===== config.mk =====
export PLATFORM = sky130hd
export DESIGN_NAME = audio_jitter_buffer_top
export DESIGN_NICKNAME = d
export VERILOG_FILES = /design/src/sv/ajb_pkg.sv /design/src/sv/audio_jitter_buffer_top.sv /design/src/sv/ajb_cell.sv /design/src/sv/ajb_ctrl.sv
export SDC_FILE = /design/constraint.sdc
export NUM_CORES = 2
export LEC_CHECK = 0
export BUFFER_PORTS_ARGS = -buffer_cell sky130_fd_sc_hd__buf_4
export CAP_MARGIN = 25
export CELL_PAD_IN_SITES_DETAIL_PLACEMENT = 1
export CELL_PAD_IN_SITES_GLOBAL_PLACEMENT = 2
export CORE_MARGIN = 4
export CORE_UTILIZATION = 35
export CTS_CLUSTER_DIAMETER = 40
export DETAILED_ROUTE_END_ITERATION = 8
export PLACE_DENSITY = 0.62
export SETUP_SLACK_MARGIN = 0.15
export SKIP_LAST_GASP = 1
export SLEW_MARGIN = 20
export SYNTH_ARGS = -nofsm -noshare
export SYNTH_HDL_FRONTEND = slang
export SYNTH_HIERARCHICAL = 1
export SYNTH_SLANG_ARGS = --single-unit
export TNS_END_PERCENT = 50

===== constraint.sdc =====
create_clock -name clock -period 13.5 [get_ports clock]
set_input_delay 1.35 -clock clock [delete_from_list [all_inputs] [get_ports clock]]
set_output_delay 1.35 -clock clock [all_outputs]
set_load 0.05 [all_outputs]

===== src/sv/ajb_pkg.sv =====
// Shared types, constants and helpers for the audio jitter buffer.
// No dependencies.
`default_nettype none
package ajb_pkg;

   localparam int QUEUE_DEPTH = 8;
   localparam int HANDLE_BITS = 16;
   localparam int IDX_W = $clog2(QUEUE_DEPTH);
   localparam int CNT_W = $clog2(QUEUE_DEPTH + 1);

   localparam logic [1:0] KIND_PUSH  = 2'd0;
   localparam logic [1:0] KIND_PULL  = 2'd1;
   localparam logic [1:0] KIND_RESET = 2'd2;

   localparam logic [1:0] ACT_NONE    = 2'd0;
   localparam logic [1:0] ACT_PLAY    = 2'd1;
   localparam logic [1:0] ACT_CONCEAL = 2'd2;
   localparam logic [1:0] ACT_SILENCE = 2'd3;

   localparam logic [1:0] CSR_PREBUFFER = 2'd0;
   localparam logic [1:0] CSR_PRIME     = 2'd1;
   localparam logic [1:0] CSR_SILENCE   = 2'd2;
   localparam logic [1:0] CSR_CONCEAL   = 2'd3;

   localparam logic [3:0]  PREBUFFER_RST = 4'd2;
   localparam logic [23:0] PRIME_RST     = 24'd60000;
   localparam logic [23:0] SILENCE_RST   = 24'd100000;
   localparam logic [2:0]  CONCEAL_RST   = 3'd2;

   // word travelling down the cell chain
   typedef struct packed {
      logic                   go;
      logic                   match_found;
      logic [63:0]            match_ts;
      logic [HANDLE_BITS-1:0] match_handle;
      logic                   free_found;
      logic [IDX_W-1:0]       free_idx;
      logic [IDX_W-1:0]       match_idx;
      logic                   low_found;
      logic [IDX_W-1:0]       low_idx;
      logic [31:0]            low_seq;
      logic                   later_found;
      logic [31:0]            later_seq;
      logic [CNT_W-1:0]       cnt;
   } scan_type;

   // broadcast update to all cells
   typedef struct packed {
      logic                   clear;
      logic                   wr_en;
      logic [IDX_W-1:0]       wr_idx;
      logic [31:0]            wr_seq;
      logic [63:0]            wr_ts;
      logic [HANDLE_BITS-1:0] wr_handle;
      logic                   kill_en;
      logic [IDX_W-1:0]       kill_idx;
      logic                   trim_en;
      logic [31:0]            trim_seq;
   } cmd_type;

   typedef enum logic [3:0] {
      S_IDLE,
      S_PUSH_CHK,
      S_PUSH_LAUNCH,
      S_PUSH_WAIT,
      S_PUSH_WRITE,
      S_PUSH_LAUNCH2,
      S_PUSH_WAIT2,
      S_PUSH_CURSOR,
      S_PULL_LAUNCH,
      S_PULL_WAIT,
      S_PULL_PRIME,
      S_PULL_LAUNCH2,
      S_PULL_WAIT2,
      S_PULL_DECIDE
   } state_type;

   // now >= base + delta, sum taken without wrap
   function automatic logic reached(input logic [63:0] now, input logic [63:0] base,
                                    input logic [23:0] delta);
      logic [64:0] sum;
      sum = {1'b0, base} + {41'd0, delta};
      return {1'b0, now} >= sum;
   endfunction

endpackage
`default_nettype wire


===== src/sv/audio_jitter_buffer_top.sv =====
// Top level of the audio jitter buffer: settings registers, slot cell chain, sequencer.
// Depends on ajb_pkg, ajb_cell, ajb_ctrl.
//
//   channel | direction | handshake              | word
//   req_    | in        | req_valid / req_ready  | kind, time, frame fields
//   rsp_    | out       | rsp_valid / rsp_ready  | action, played frame fields
//   csr_    | in        | csr_valid / csr_ready  | register index, data
//
// One word at a time. A search walks the eight-cell chain, registered in each cell.
// Push: ignored, one search, or a second search on overflow while primed.
// Pull: one search, and a second one when playback starts; one result per pull.
// Reset clears all slots at once. A waiting result does not block new words;
// only a pull that finishes while the result register is still full waits.
`default_nettype none
module audio_jitter_buffer_top import ajb_pkg::*; (
   input  wire logic                   clock,
   input  wire logic                   reset,
   input  wire logic                   req_valid,
   output logic                        req_ready,
   input  wire logic [1:0]             req_kind,
   input  wire logic [63:0]            req_now_us,
   input  wire logic [31:0]            req_frame_sequence,
   input  wire logic [63:0]            req_frame_timestamp,
   input  wire logic                   req_payload_present,
   input  wire logic [HANDLE_BITS-1:0] req_payload_handle,
   output logic                        rsp_valid,
   input  wire logic                   rsp_ready,
   output logic [1:0]                  rsp_action,
   output logic [31:0]                 rsp_out_sequence,
   output logic [63:0]                 rsp_out_timestamp,
   output logic [HANDLE_BITS-1:0]      rsp_out_handle,
   input  wire logic                   csr_valid,
   output logic                        csr_ready,
   input  wire logic [1:0]             csr_index,
   input  wire logic [23:0]            csr_data
);

   logic [3:0]  prebuffer_ff;
   logic [23:0] prime_ff;
   logic [23:0] silence_ff;
   logic [2:0]  conceal_ff;

   scan_type    link [QUEUE_DEPTH+1];
   logic [31:0] key;
   cmd_type     cmd;

   assign csr_ready = 1'b1;

   always_ff @(posedge clock) begin
      if (reset) begin
         prebuffer_ff <= PREBUFFER_RST;
         prime_ff     <= PRIME_RST;
         silence_ff   <= SILENCE_RST;
         conceal_ff   <= CONCEAL_RST;
      end else if (csr_valid) begin
         unique case (csr_index)
            CSR_PREBUFFER: prebuffer_ff <= csr_data[3:0];
            CSR_PRIME:     prime_ff     <= csr_data;
            CSR_SILENCE:   silence_ff   <= csr_data;
            CSR_CONCEAL:   conceal_ff   <= csr_data[2:0];
            default:       ;
         endcase
      end
   end

   for (genvar i = 0; i < QUEUE_DEPTH; i++) begin : g_cell
      ajb_cell u_cell (
         .clock    (clock),
         .reset    (reset),
         .cell_idx (IDX_W'(i)),
         .key      (key),
         .cmd      (cmd),
         .scan_in  (link[i]),
         .scan_out (link[i+1])
      );
   end

   ajb_ctrl u_ctrl (
      .clock               (clock),
      .reset               (reset),
      .req_valid           (req_valid),
      .req_ready           (req_ready),
      .req_kind            (req_kind),
      .req_now_us          (req_now_us),
      .req_frame_sequence  (req_frame_sequence),
      .req_frame_timestamp (req_frame_timestamp),
      .req_payload_present (req_payload_present),
      .req_payload_handle  (req_payload_handle),
      .rsp_valid           (rsp_valid),
      .rsp_ready           (rsp_ready),
      .rsp_action          (rsp_action),
      .rsp_out_sequence    (rsp_out_sequence),
      .rsp_out_timestamp   (rsp_out_timestamp),
      .rsp_out_handle      (rsp_out_handle),
      .cfg_prebuffer       (prebuffer_ff),
      .cfg_prime           (prime_ff),
      .cfg_silence         (silence_ff),
      .cfg_conceal         (conceal_ff),
      .scan_start          (link[0]),
      .scan_done           (link[QUEUE_DEPTH]),
      .key                 (key),
      .cmd                 (cmd)
   );

endmodule
`default_nettype wire


===== src/sv/ajb_cell.sv =====
// One frame slot of the buffer and one stage of the search chain.
// Depends on ajb_pkg.
`default_nettype none
module ajb_cell import ajb_pkg::*; (
   input  wire logic             clock,
   input  wire logic             reset,
   input  wire logic [IDX_W-1:0] cell_idx,
   input  wire logic [31:0]      key,
   input  wire cmd_type          cmd,
   input  wire scan_type         scan_in,
   output scan_type              scan_out
);

   logic                   valid_ff, valid_in;
   logic [31:0]            seq_ff;
   logic [63:0]            ts_ff;
   logic [HANDLE_BITS-1:0] handle_ff;
   scan_type               scan_ff, scan_in_next;

   logic wr_hit;

   assign wr_hit = cmd.wr_en && cmd.wr_idx == cell_idx;

   always_comb begin
      valid_in = valid_ff;
      if (cmd.clear) begin
         valid_in = 1'b0;
      end else if (wr_hit) begin
         valid_in = 1'b1;
      end else if (cmd.kill_en && cmd.kill_idx == cell_idx) begin
         valid_in = 1'b0;
      end else if (cmd.trim_en && seq_ff < cmd.trim_seq) begin
         valid_in = 1'b0;
      end
   end

   always_comb begin
      scan_in_next = scan_in;
      if (valid_ff) begin
         scan_in_next.cnt = scan_in.cnt + CNT_W'(1);
         if (!scan_in.match_found && seq_ff == key) begin
            scan_in_next.match_found  = 1'b1;
            scan_in_next.match_idx    = cell_idx;
            scan_in_next.match_ts     = ts_ff;
            scan_in_next.match_handle = handle_ff;
         end
         if (!scan_in.low_found || seq_ff < scan_in.low_seq) begin
            scan_in_next.low_found = 1'b1;
            scan_in_next.low_idx   = cell_idx;
            scan_in_next.low_seq   = seq_ff;
         end
         if (seq_ff > key && (!scan_in.later_found || seq_ff < scan_in.later_seq)) begin
            scan_in_next.later_found = 1'b1;
            scan_in_next.later_seq   = seq_ff;
         end
      end else if (!scan_in.free_found) begin
         scan_in_next.free_found = 1'b1;
         scan_in_next.free_idx   = cell_idx;
      end
   end

   always_ff @(posedge clock) begin
      if (reset) begin
         valid_ff   <= 1'b0;
         scan_ff.go <= 1'b0;
      end else begin
         valid_ff   <= valid_in;
         scan_ff.go <= scan_in_next.go;
      end
      scan_ff.match_found  <= scan_in_next.match_found;
      scan_ff.match_ts     <= scan_in_next.match_ts;
      scan_ff.match_handle <= scan_in_next.match_handle;
      scan_ff.free_found   <= scan_in_next.free_found;
      scan_ff.free_idx     <= scan_in_next.free_idx;
      scan_ff.match_idx    <= scan_in_next.match_idx;
      scan_ff.low_found    <= scan_in_next.low_found;
      scan_ff.low_idx      <= scan_in_next.low_idx;
      scan_ff.low_seq      <= scan_in_next.low_seq;
      scan_ff.later_found  <= scan_in_next.later_found;
      scan_ff.later_seq    <= scan_in_next.later_seq;
      scan_ff.cnt          <= scan_in_next.cnt;
      if (wr_hit) begin
         seq_ff    <= cmd.wr_seq;
         ts_ff     <= cmd.wr_ts;
         handle_ff <= cmd.wr_handle;
      end
   end

   assign scan_out = scan_ff;

endmodule
`default_nettype wire


===== src/sv/ajb_ctrl.sv =====
// Sequencer for push, pull and reset; holds cursor, flags, times and result word.
// Depends on ajb_pkg; drives the cell chain of ajb_cell.
`default_nettype none
module ajb_ctrl import ajb_pkg::*; (
   input  wire logic                   clock,
   input  wire logic                   reset,
   input  wire logic                   req_valid,
   output logic                        req_ready,
   input  wire logic [1:0]             req_kind,
   input  wire logic [63:0]            req_now_us,
   input  wire logic [31:0]            req_frame_sequence,
   input  wire logic [63:0]            req_frame_timestamp,
   input  wire logic                   req_payload_present,
   input  wire logic [HANDLE_BITS-1:0] req_payload_handle,
   output logic                        rsp_valid,
   input  wire logic                   rsp_ready,
   output logic [1:0]                  rsp_action,
   output logic [31:0]                 rsp_out_sequence,
   output logic [63:0]                 rsp_out_timestamp,
   output logic [HANDLE_BITS-1:0]      rsp_out_handle,
   input  wire logic [3:0]             cfg_prebuffer,
   input  wire logic [23:0]            cfg_prime,
   input  wire logic [23:0]            cfg_silence,
   input  wire logic [2:0]             cfg_conceal,
   output scan_type                    scan_start,
   input  wire scan_type               scan_done,
   output logic [31:0]                 key,
   output cmd_type                     cmd
);

   state_type state_ff, state_in;

   logic [1:0]             kind_ff;
   logic [63:0]            now_ff;
   logic [31:0]            seq_ff;
   logic [63:0]            ts_ff;
   logic                   present_ff;
   logic [HANDLE_BITS-1:0] handle_ff;
   scan_type               res_ff;

   logic [31:0] exp_ff, exp_in;
   logic        primed_ff, primed_in;
   logic        played_ff, played_in;
   logic        arrival_ff, arrival_in;
   logic [63:0] first_ff, first_in;
   logic [63:0] last_ff, last_in;
   logic        waited_ff, quiet_ff;

   logic                   rsp_valid_ff, rsp_valid_in;
   logic [1:0]             rsp_action_ff;
   logic [31:0]            rsp_seq_ff;
   logic [63:0]            rsp_ts_ff;
   logic [HANDLE_BITS-1:0] rsp_handle_ff;

   logic                   emit;
   logic [1:0]             emit_action;
   logic                   launch;
   logic                   accept;
   logic                   rsp_busy;
   logic                   push_skip;
   logic                   dropped;
   logic [3:0]             need;
   logic                   enough;
   logic [31:0]            gap;

   assign accept    = req_valid && req_ready;
   assign rsp_busy  = rsp_valid_ff && !rsp_ready;
   assign push_skip = seq_ff == 32'd0 || !present_ff || (primed_ff && seq_ff < exp_ff);
   assign dropped   = !res_ff.match_found && !res_ff.free_found;
   assign need      = (cfg_prebuffer == 4'd0) ? 4'd1 : cfg_prebuffer;
   assign enough    = 32'(res_ff.cnt) >= 32'(need);
   assign gap       = res_ff.later_seq - exp_ff;
   assign key       = (kind_ff == KIND_PUSH) ? seq_ff : exp_ff;

   always_comb begin
      state_in = state_ff;
      unique case (state_ff)
         S_IDLE: begin
            if (req_valid) begin
               if (req_kind == KIND_PUSH) state_in = S_PUSH_CHK;
               else if (req_kind == KIND_PULL) state_in = S_PULL_LAUNCH;
            end
         end
         S_PUSH_CHK:     state_in = push_skip ? S_IDLE : S_PUSH_LAUNCH;
         S_PUSH_LAUNCH:  state_in = S_PUSH_WAIT;
         S_PUSH_WAIT:    if (scan_done.go) state_in = S_PUSH_WRITE;
         S_PUSH_WRITE:   state_in = (dropped && primed_ff) ? S_PUSH_LAUNCH2 : S_IDLE;
         S_PUSH_LAUNCH2: state_in = S_PUSH_WAIT2;
         S_PUSH_WAIT2:   if (scan_done.go) state_in = S_PUSH_CURSOR;
         S_PUSH_CURSOR:  state_in = S_IDLE;
         S_PULL_LAUNCH:  state_in = S_PULL_WAIT;
         S_PULL_WAIT:    if (scan_done.go) state_in = S_PULL_PRIME;
         S_PULL_PRIME: begin
            if (!rsp_busy) begin
               if (primed_ff) state_in = S_PULL_DECIDE;
               else if (res_ff.cnt == '0 || (!enough && !waited_ff)) state_in = S_IDLE;
               else state_in = S_PULL_LAUNCH2;
            end
         end
         S_PULL_LAUNCH2: state_in = S_PULL_WAIT2;
         S_PULL_WAIT2:   if (scan_done.go) state_in = S_PULL_DECIDE;
         S_PULL_DECIDE:  if (!rsp_busy) state_in = S_IDLE;
         default:        state_in = S_IDLE;
      endcase
   end

   always_comb begin
      exp_in      = exp_ff;
      primed_in   = primed_ff;
      played_in   = played_ff;
      arrival_in  = arrival_ff;
      first_in    = first_ff;
      last_in     = last_ff;
      cmd         = '0;
      launch      = 1'b0;
      emit        = 1'b0;
      emit_action = ACT_NONE;
      req_ready   = 1'b0;
      unique case (state_ff)
         S_IDLE: begin
            req_ready = 1'b1;
            if (req_valid && req_kind == KIND_RESET) begin
               cmd.clear  = 1'b1;
               exp_in     = '0;
               primed_in  = 1'b0;
               played_in  = 1'b0;
               arrival_in = 1'b0;
               first_in   = '0;
               last_in    = '0;
            end
         end
         S_PUSH_CHK: begin
            if (!push_skip) begin
               last_in    = now_ff;
               arrival_in = 1'b1;
               if (!arrival_ff) first_in = now_ff;
            end
         end
         S_PUSH_LAUNCH, S_PUSH_LAUNCH2, S_PULL_LAUNCH, S_PULL_LAUNCH2: launch = 1'b1;
         S_PUSH_WRITE: begin
            cmd.wr_seq    = seq_ff;
            cmd.wr_ts     = ts_ff;
            cmd.wr_handle = handle_ff;
            if (res_ff.match_found) begin
               cmd.wr_en  = 1'b1;
               cmd.wr_idx = res_ff.match_idx;
            end else if (res_ff.free_found) begin
               cmd.wr_en  = 1'b1;
               cmd.wr_idx = res_ff.free_idx;
            end else if (res_ff.low_found && seq_ff > res_ff.low_seq) begin
               cmd.wr_en  = 1'b1;
               cmd.wr_idx = res_ff.low_idx;
            end
         end
         S_PUSH_CURSOR: begin
            if (res_ff.low_found && res_ff.low_seq > exp_ff) exp_in = res_ff.low_seq;
         end
         S_PULL_PRIME: begin
            if (!rsp_busy && !primed_ff) begin
               if (res_ff.cnt == '0 || (!enough && !waited_ff)) begin
                  emit = 1'b1;
               end else begin
                  primed_in = 1'b1;
                  exp_in    = res_ff.low_seq;
               end
            end
         end
         S_PULL_DECIDE: begin
            if (!rsp_busy) begin
               emit = 1'b1;
               if (res_ff.match_found) begin
                  emit_action  = ACT_PLAY;
                  cmd.kill_en  = 1'b1;
                  cmd.kill_idx = res_ff.match_idx;
                  played_in    = 1'b1;
                  exp_in       = exp_ff + 32'd1;
               end else if (!res_ff.later_found) begin
                  if (played_ff && arrival_ff && quiet_ff) begin
                     emit_action = ACT_SILENCE;
                     cmd.clear   = 1'b1;
                     exp_in      = '0;
                     primed_in   = 1'b0;
                     played_in   = 1'b0;
                     arrival_in  = 1'b0;
                     first_in    = '0;
                     last_in     = '0;
                  end
               end else if (gap <= 32'(cfg_conceal) && arrival_ff && !quiet_ff) begin
                  emit_action = ACT_CONCEAL;
                  exp_in      = exp_ff + 32'd1;
               end else begin
                  emit_action  = ACT_SILENCE;
                  cmd.trim_en  = 1'b1;
                  cmd.trim_seq = res_ff.later_seq;
                  primed_in    = 1'b0;
                  played_in    = 1'b0;
                  arrival_in   = 1'b1;
                  exp_in       = '0;
                  first_in     = now_ff;
               end
            end
         end
         default: ;
      endcase
   end

   always_comb begin
      scan_start    = '0;
      scan_start.go = launch;
   end

   assign rsp_valid_in = emit ? 1'b1 : (rsp_ready ? 1'b0 : rsp_valid_ff);

   always_ff @(posedge clock) begin
      if (reset) begin
         state_ff     <= S_IDLE;
         exp_ff       <= '0;
         primed_ff    <= 1'b0;
         played_ff    <= 1'b0;
         arrival_ff   <= 1'b0;
         first_ff     <= '0;
         last_ff      <= '0;
         rsp_valid_ff <= 1'b0;
      end else begin
         state_ff     <= state_in;
         exp_ff       <= exp_in;
         primed_ff    <= primed_in;
         played_ff    <= played_in;
         arrival_ff   <= arrival_in;
         first_ff     <= first_in;
         last_ff      <= last_in;
         rsp_valid_ff <= rsp_valid_in;
      end
      if (accept) begin
         kind_ff    <= req_kind;
         now_ff     <= req_now_us;
         seq_ff     <= req_frame_sequence;
         ts_ff      <= req_frame_timestamp;
         present_ff <= req_payload_present;
         handle_ff  <= req_payload_handle;
      end
      if (scan_done.go) res_ff <= scan_done;
      waited_ff <= arrival_ff && reached(now_ff, first_ff, cfg_prime);
      quiet_ff  <= reached(now_ff, last_ff, cfg_silence);
      if (emit) begin
         rsp_action_ff <= emit_action;
         rsp_seq_ff    <= (emit_action == ACT_PLAY) ? exp_ff : 32'd0;
         rsp_ts_ff     <= (emit_action == ACT_PLAY) ? res_ff.match_ts : 64'd0;
         rsp_handle_ff <= (emit_action == ACT_PLAY) ? res_ff.match_handle : '0;
      end
   end

   assign rsp_valid         = rsp_valid_ff;
   assign rsp_action        = rsp_action_ff;
   assign rsp_out_sequence  = rsp_seq_ff;
   assign rsp_out_timestamp = rsp_ts_ff;
   assign rsp_out_handle    = rsp_handle_ff;

   a_no_overwrite: assert property (@(posedge clock) disable iff (reset)
      emit |-> (!rsp_valid_ff || rsp_ready))
      else $error("result word overwritten");

   a_done_in_wait: assert property (@(posedge clock) disable iff (reset)
      scan_done.go |-> (state_ff == S_PUSH_WAIT || state_ff == S_PUSH_WAIT2 ||
                        state_ff == S_PULL_WAIT || state_ff == S_PULL_WAIT2))
      else $error("search word outside wait");

   a_played_primed: assert property (@(posedge clock) disable iff (reset)
      played_ff |-> primed_ff)
      else $error("played while not primed");

   a_key_stable: assert property (@(posedge clock) disable iff (reset)
      (state_ff == S_PUSH_WAIT || state_ff == S_PULL_WAIT) && !scan_done.go
      |=> $stable(key))
      else $error("search key moved");

endmodule
`default_nettype wire

==> insert_results.sql <==
INSERT INTO impl_metrics (metric_group, metric, value, unit) VALUES
('global_routing', 'grt.total_usage', '20.7', '%'),
('place', 'placement.setup.worst_slack', '5.99', 'ns'),
('cts', 'postCtsResizedCells', '0', ''),
('place', 'port_buffers', '325', ''),
('logic_synthesis', 'post_synth_instance_area', '0.133', 'mm^2'),
('setup_path', 'timing.critical_path.buf_inv', '4', ''),
('worst_hold_path', 'worst_hold_path_type', 'reg2reg', ''),
('routing', 'drt_iter0_markers', '4128', ''),
('final_layout', 'syn2layout_area_growth', '18.2', '%'),
('die', 'floorplan.initialDensity', '35.2', '%'),
('cts', 'numClockSinks', '2879', ''),
('worst_hold_path', 'hold-path-cell-count', '1', ''),
('setup_path', 'slowest_cp_cell', 'sky130_fd_sc_hd__or4_1', ''),
('setup_path', 'r2r_setup_slack', '5.98', 'ns'),
('global_routing', 'grt_max_degree', '109', ''),
('timing', 'final_hold_viol_count', '0', ''),
('setup_path', 'cp_max_fo', '38', ''),
('setup_path', 'required', '14.29', 'ns'),
('logic_synthesis', 'synth_top_area_share', '30.4', '%'),
('routing', 'route.detailed.wl_per_inst', '24.4', 'um'),
('die', 'chipHeight', '625', 'um'),
('final_layout', 'design.final.nets', '13100', ''),
('place', 'detailedPlacementHpwl', '302', 'mm'),
('timing', 'fin_tns_setup', '0', 'ns'),
('logic_synthesis', 'synth_top_family_by_area', 'adder cells', ''),
('logic_synthesis', 'synthAdderAreaFrac', '12.4', '%'),
('timing', 'max-slew-margin-rel', '21.1', '%'),
('setup_path', 'worst_setup_path_start_kind', 'register', ''),
('timing', 'fmax', '133', 'MHz'),
('outcome', 'run_status', 'finished, final reports clean', ''),
('global_routing', 'grt.overflow.total', '0', ''),
('logic_synthesis', 'synth_compound_area_share', '8.25', '%'),
('logic_synthesis', 'post_synth_and_or_nand_nor_area_fraction', '7.52', '%'),
('cts', 'count_of_hold_buffers_inserted_by_post_cts_repair', '0', ''),
('logic_synthesis', 'yosys.area_share.xor_xnor', '1.33', '%'),
('worst_hold_path', 'hold_path_end', 'g_cell[7].u_cell/scan_out[87]', ''),
('timing', 'grt_setup_unrepaired', 'no', ''),
('logic_synthesis', 'synth_edf_count', '1350', ''),
('cts', 'clock_tree.buffer_depth', '4', ''),
('die', 'num_rows', '226', ''),
('routing', 'route.detailed.drc', '0', ''),
('routing', 'via_per_instance_ratio', '5.04', ''),
('timing', 'fin_crit_sh', '55.7', '%'),
('power', 'irDropWorstVdd', '0.000136', 'V'),
('setup_path', 'crit_path_end_kind', 'register', ''),
('global_routing', 'via_count_of_the_first_global_routing_pass', '92900', ''),
('cts', 'cts.repair_timing.setup_buffer_count', '0', ''),
('logic_synthesis', 'synth_cells', '10800', ''),
('setup_path', 'end_of_the_worst_register_to_register_path', 'g_cell[0].u_cell/valid_ff', ''),
('timing', 'total_count_of_max_transition_violations_in_the_final_report', '0', ''),
('place', 'dpl_cell_area', '0.142', 'mm^2'),
('setup_path', 'critPathArrivalTime', '8.32', 'ns'),
('job', 'maximum_capacitance_violations', '0', ''),
('timing', 'finalWorstSetupSlack', '5.98', 'ns'),
('final_layout', 'leading_cell_types_in_the_layout_fill_and_taps_excluded', '1528 x sky130_fd_sc_hd__dfxtp_1, 1350 x sky130_fd_sc_hd__edfxtp_1, 1318 x sky130_fd_sc_hd__ha_1', ''),
('timing', 'period_needed', '7.52', 'ns'),
('power', 'cellPowerDensity', '155', 'mW/mm^2'),
('routing', 'antenna_violating_nets_post_route', '0', ''),
('routing', 'dr.pass1.iters', '6', ''),
('logic_synthesis', 'synth.avg_cell_area', '12.4', 'um^2'),
('place', 'gp_congestion', '0.867', ''),
('logic_synthesis', 'synth_top_flop_cell', 'sky130_fd_sc_hd__dfxtp_1', ''),
('die', 'total_i_o_pin_count', '327', ''),
('logic_synthesis', 'synth.distinct_cells', '91', ''),
('cts', 'clk_pin_slew', '0.06', 'ns'),
('cts', 'cts_tree', 'built', ''),
('timing', 'setup_viol', '0', ''),
('setup_path', 'path_class', 'reg2reg', ''),
('logic_synthesis', 'synthTopCellsByArea', 'sky130_fd_sc_hd__edfxtp_1 30%, sky130_fd_sc_hd__dfxtp_1 23%, sky130_fd_sc_hd__ha_1 12%, sky130_fd_sc_hd__mux2_2 8.4%, sky130_fd_sc_hd__inv_1 3.2%', ''),
('setup_path', 'critical_path.top_delay_family', 'compound AO/OA/AOI/OAI gates', ''),
('global_routing', 'antenna_violations_before_repair', '19', '');
final cells by class:
class	instances	area [um^2]	share of cell area [%]
Timing Repair Buffer	466	3530	2.24
Inverter	1149	4360	2.76
Clock inverter	306	3630	2.30
Antenna cell	8	20.0	0.0127
Tap cell	5016	6280	3.98
Clock buffer	553	12400	7.87
Multi-Input combinational cell	6590	56300	35.7
Sequential cell	2879	71200	45.1
worst max-delay path by stage:
stage                     startpoint                   endpoint  slack [ns]  cells past startpoint
floorplan            prebuffer_ff[3]       u_ctrl/rsp_action[0]        2.39                     10
global placement       silence_ff[0]            u_ctrl/quiet_ff        5.67                     25
global route        u_ctrl/exp_ff[5]  g_cell[0].u_cell/valid_ff        5.59                     23
finish              u_ctrl/exp_ff[5]  g_cell[0].u_cell/valid_ff        5.98                     23
detailed placement  u_ctrl/exp_ff[5]  g_cell[0].u_cell/valid_ff        5.99                     23
CTS                 u_ctrl/exp_ff[5]  g_cell[0].u_cell/valid_ff        5.94                     23
synthesized netlist by cell type, drive strengths merged (238+ instances only):
library cell / count
a21o: 391
a21oi: 391
and2: 238
buf: 305
dfxtp: 1529
edfxtp: 1350
ha: 1318
inv: 1146
mux2: 1235
nand2: 369
nand4: 283
o21ai: 281
layer usage:
layer	track usage, %	wire length (um)
met5	0	0
met3	2.14	12100
met1	27.6	190000
met2	35.6	200000
met4	6.23	12400
power breakdown:
group / internal [W] / switching, W / leakage, nW
clock: 0.00743 / 0.00454 / 7.78
sequential: 0.00963 / 0.000347 / 26.1
combinational: 0.000906 / 0.00151 / 31.5
cell families after synthesis:
| family | after synthesis |
|---|---|
| compound gates | 1608 |
| xor+xnor | 203 |
| fa+ha+maj | 1321 |
| buf+inv | 1602 |
| flops | 2879 |
| mux | 1323 |
| other cells | 3 |
| simple gates | 1853 |
stage by stage:
stage                     power [W]  hold slack, ns  instances
final                        0.0244           0.393      17000
after global routing         0.0254           0.397      17000
after CTS                    0.0247           0.378      17000
after detailed placement     0.0126           0.390      16100
after global placement       0.0125           0.388      16100
after floorplan              0.0116           0.386      11100
sequential cells by signal, indices dropped and copies added, names as in the netlist, 2 cells and up:
register	flops
g_cell.u_cell/scan_out	1296
g_cell.u_cell/ts_ff	512
g_cell.u_cell/seq_ff	256
u_ctrl/res_ff	161
g_cell.u_cell/handle_ff	128
u_ctrl/first_ff	64
u_ctrl/last_ff	64
u_ctrl/now_ff	64
u_ctrl/rsp_out_timestamp	64
u_ctrl/ts_ff	64
u_ctrl/exp_ff	32
u_ctrl/rsp_out_sequence	32
u_ctrl/seq_ff	32
prime_ff	24
silence_ff	24
u_ctrl/handle_ff	16
u_ctrl/rsp_out_handle	16
g_cell.u_cell/valid_ff	8
prebuffer_ff	4
u_ctrl/state_ff	4
conceal_ff	3
u_ctrl/kind_ff	2
u_ctrl/rsp_action	2
(Power assumes the default switching activity.)
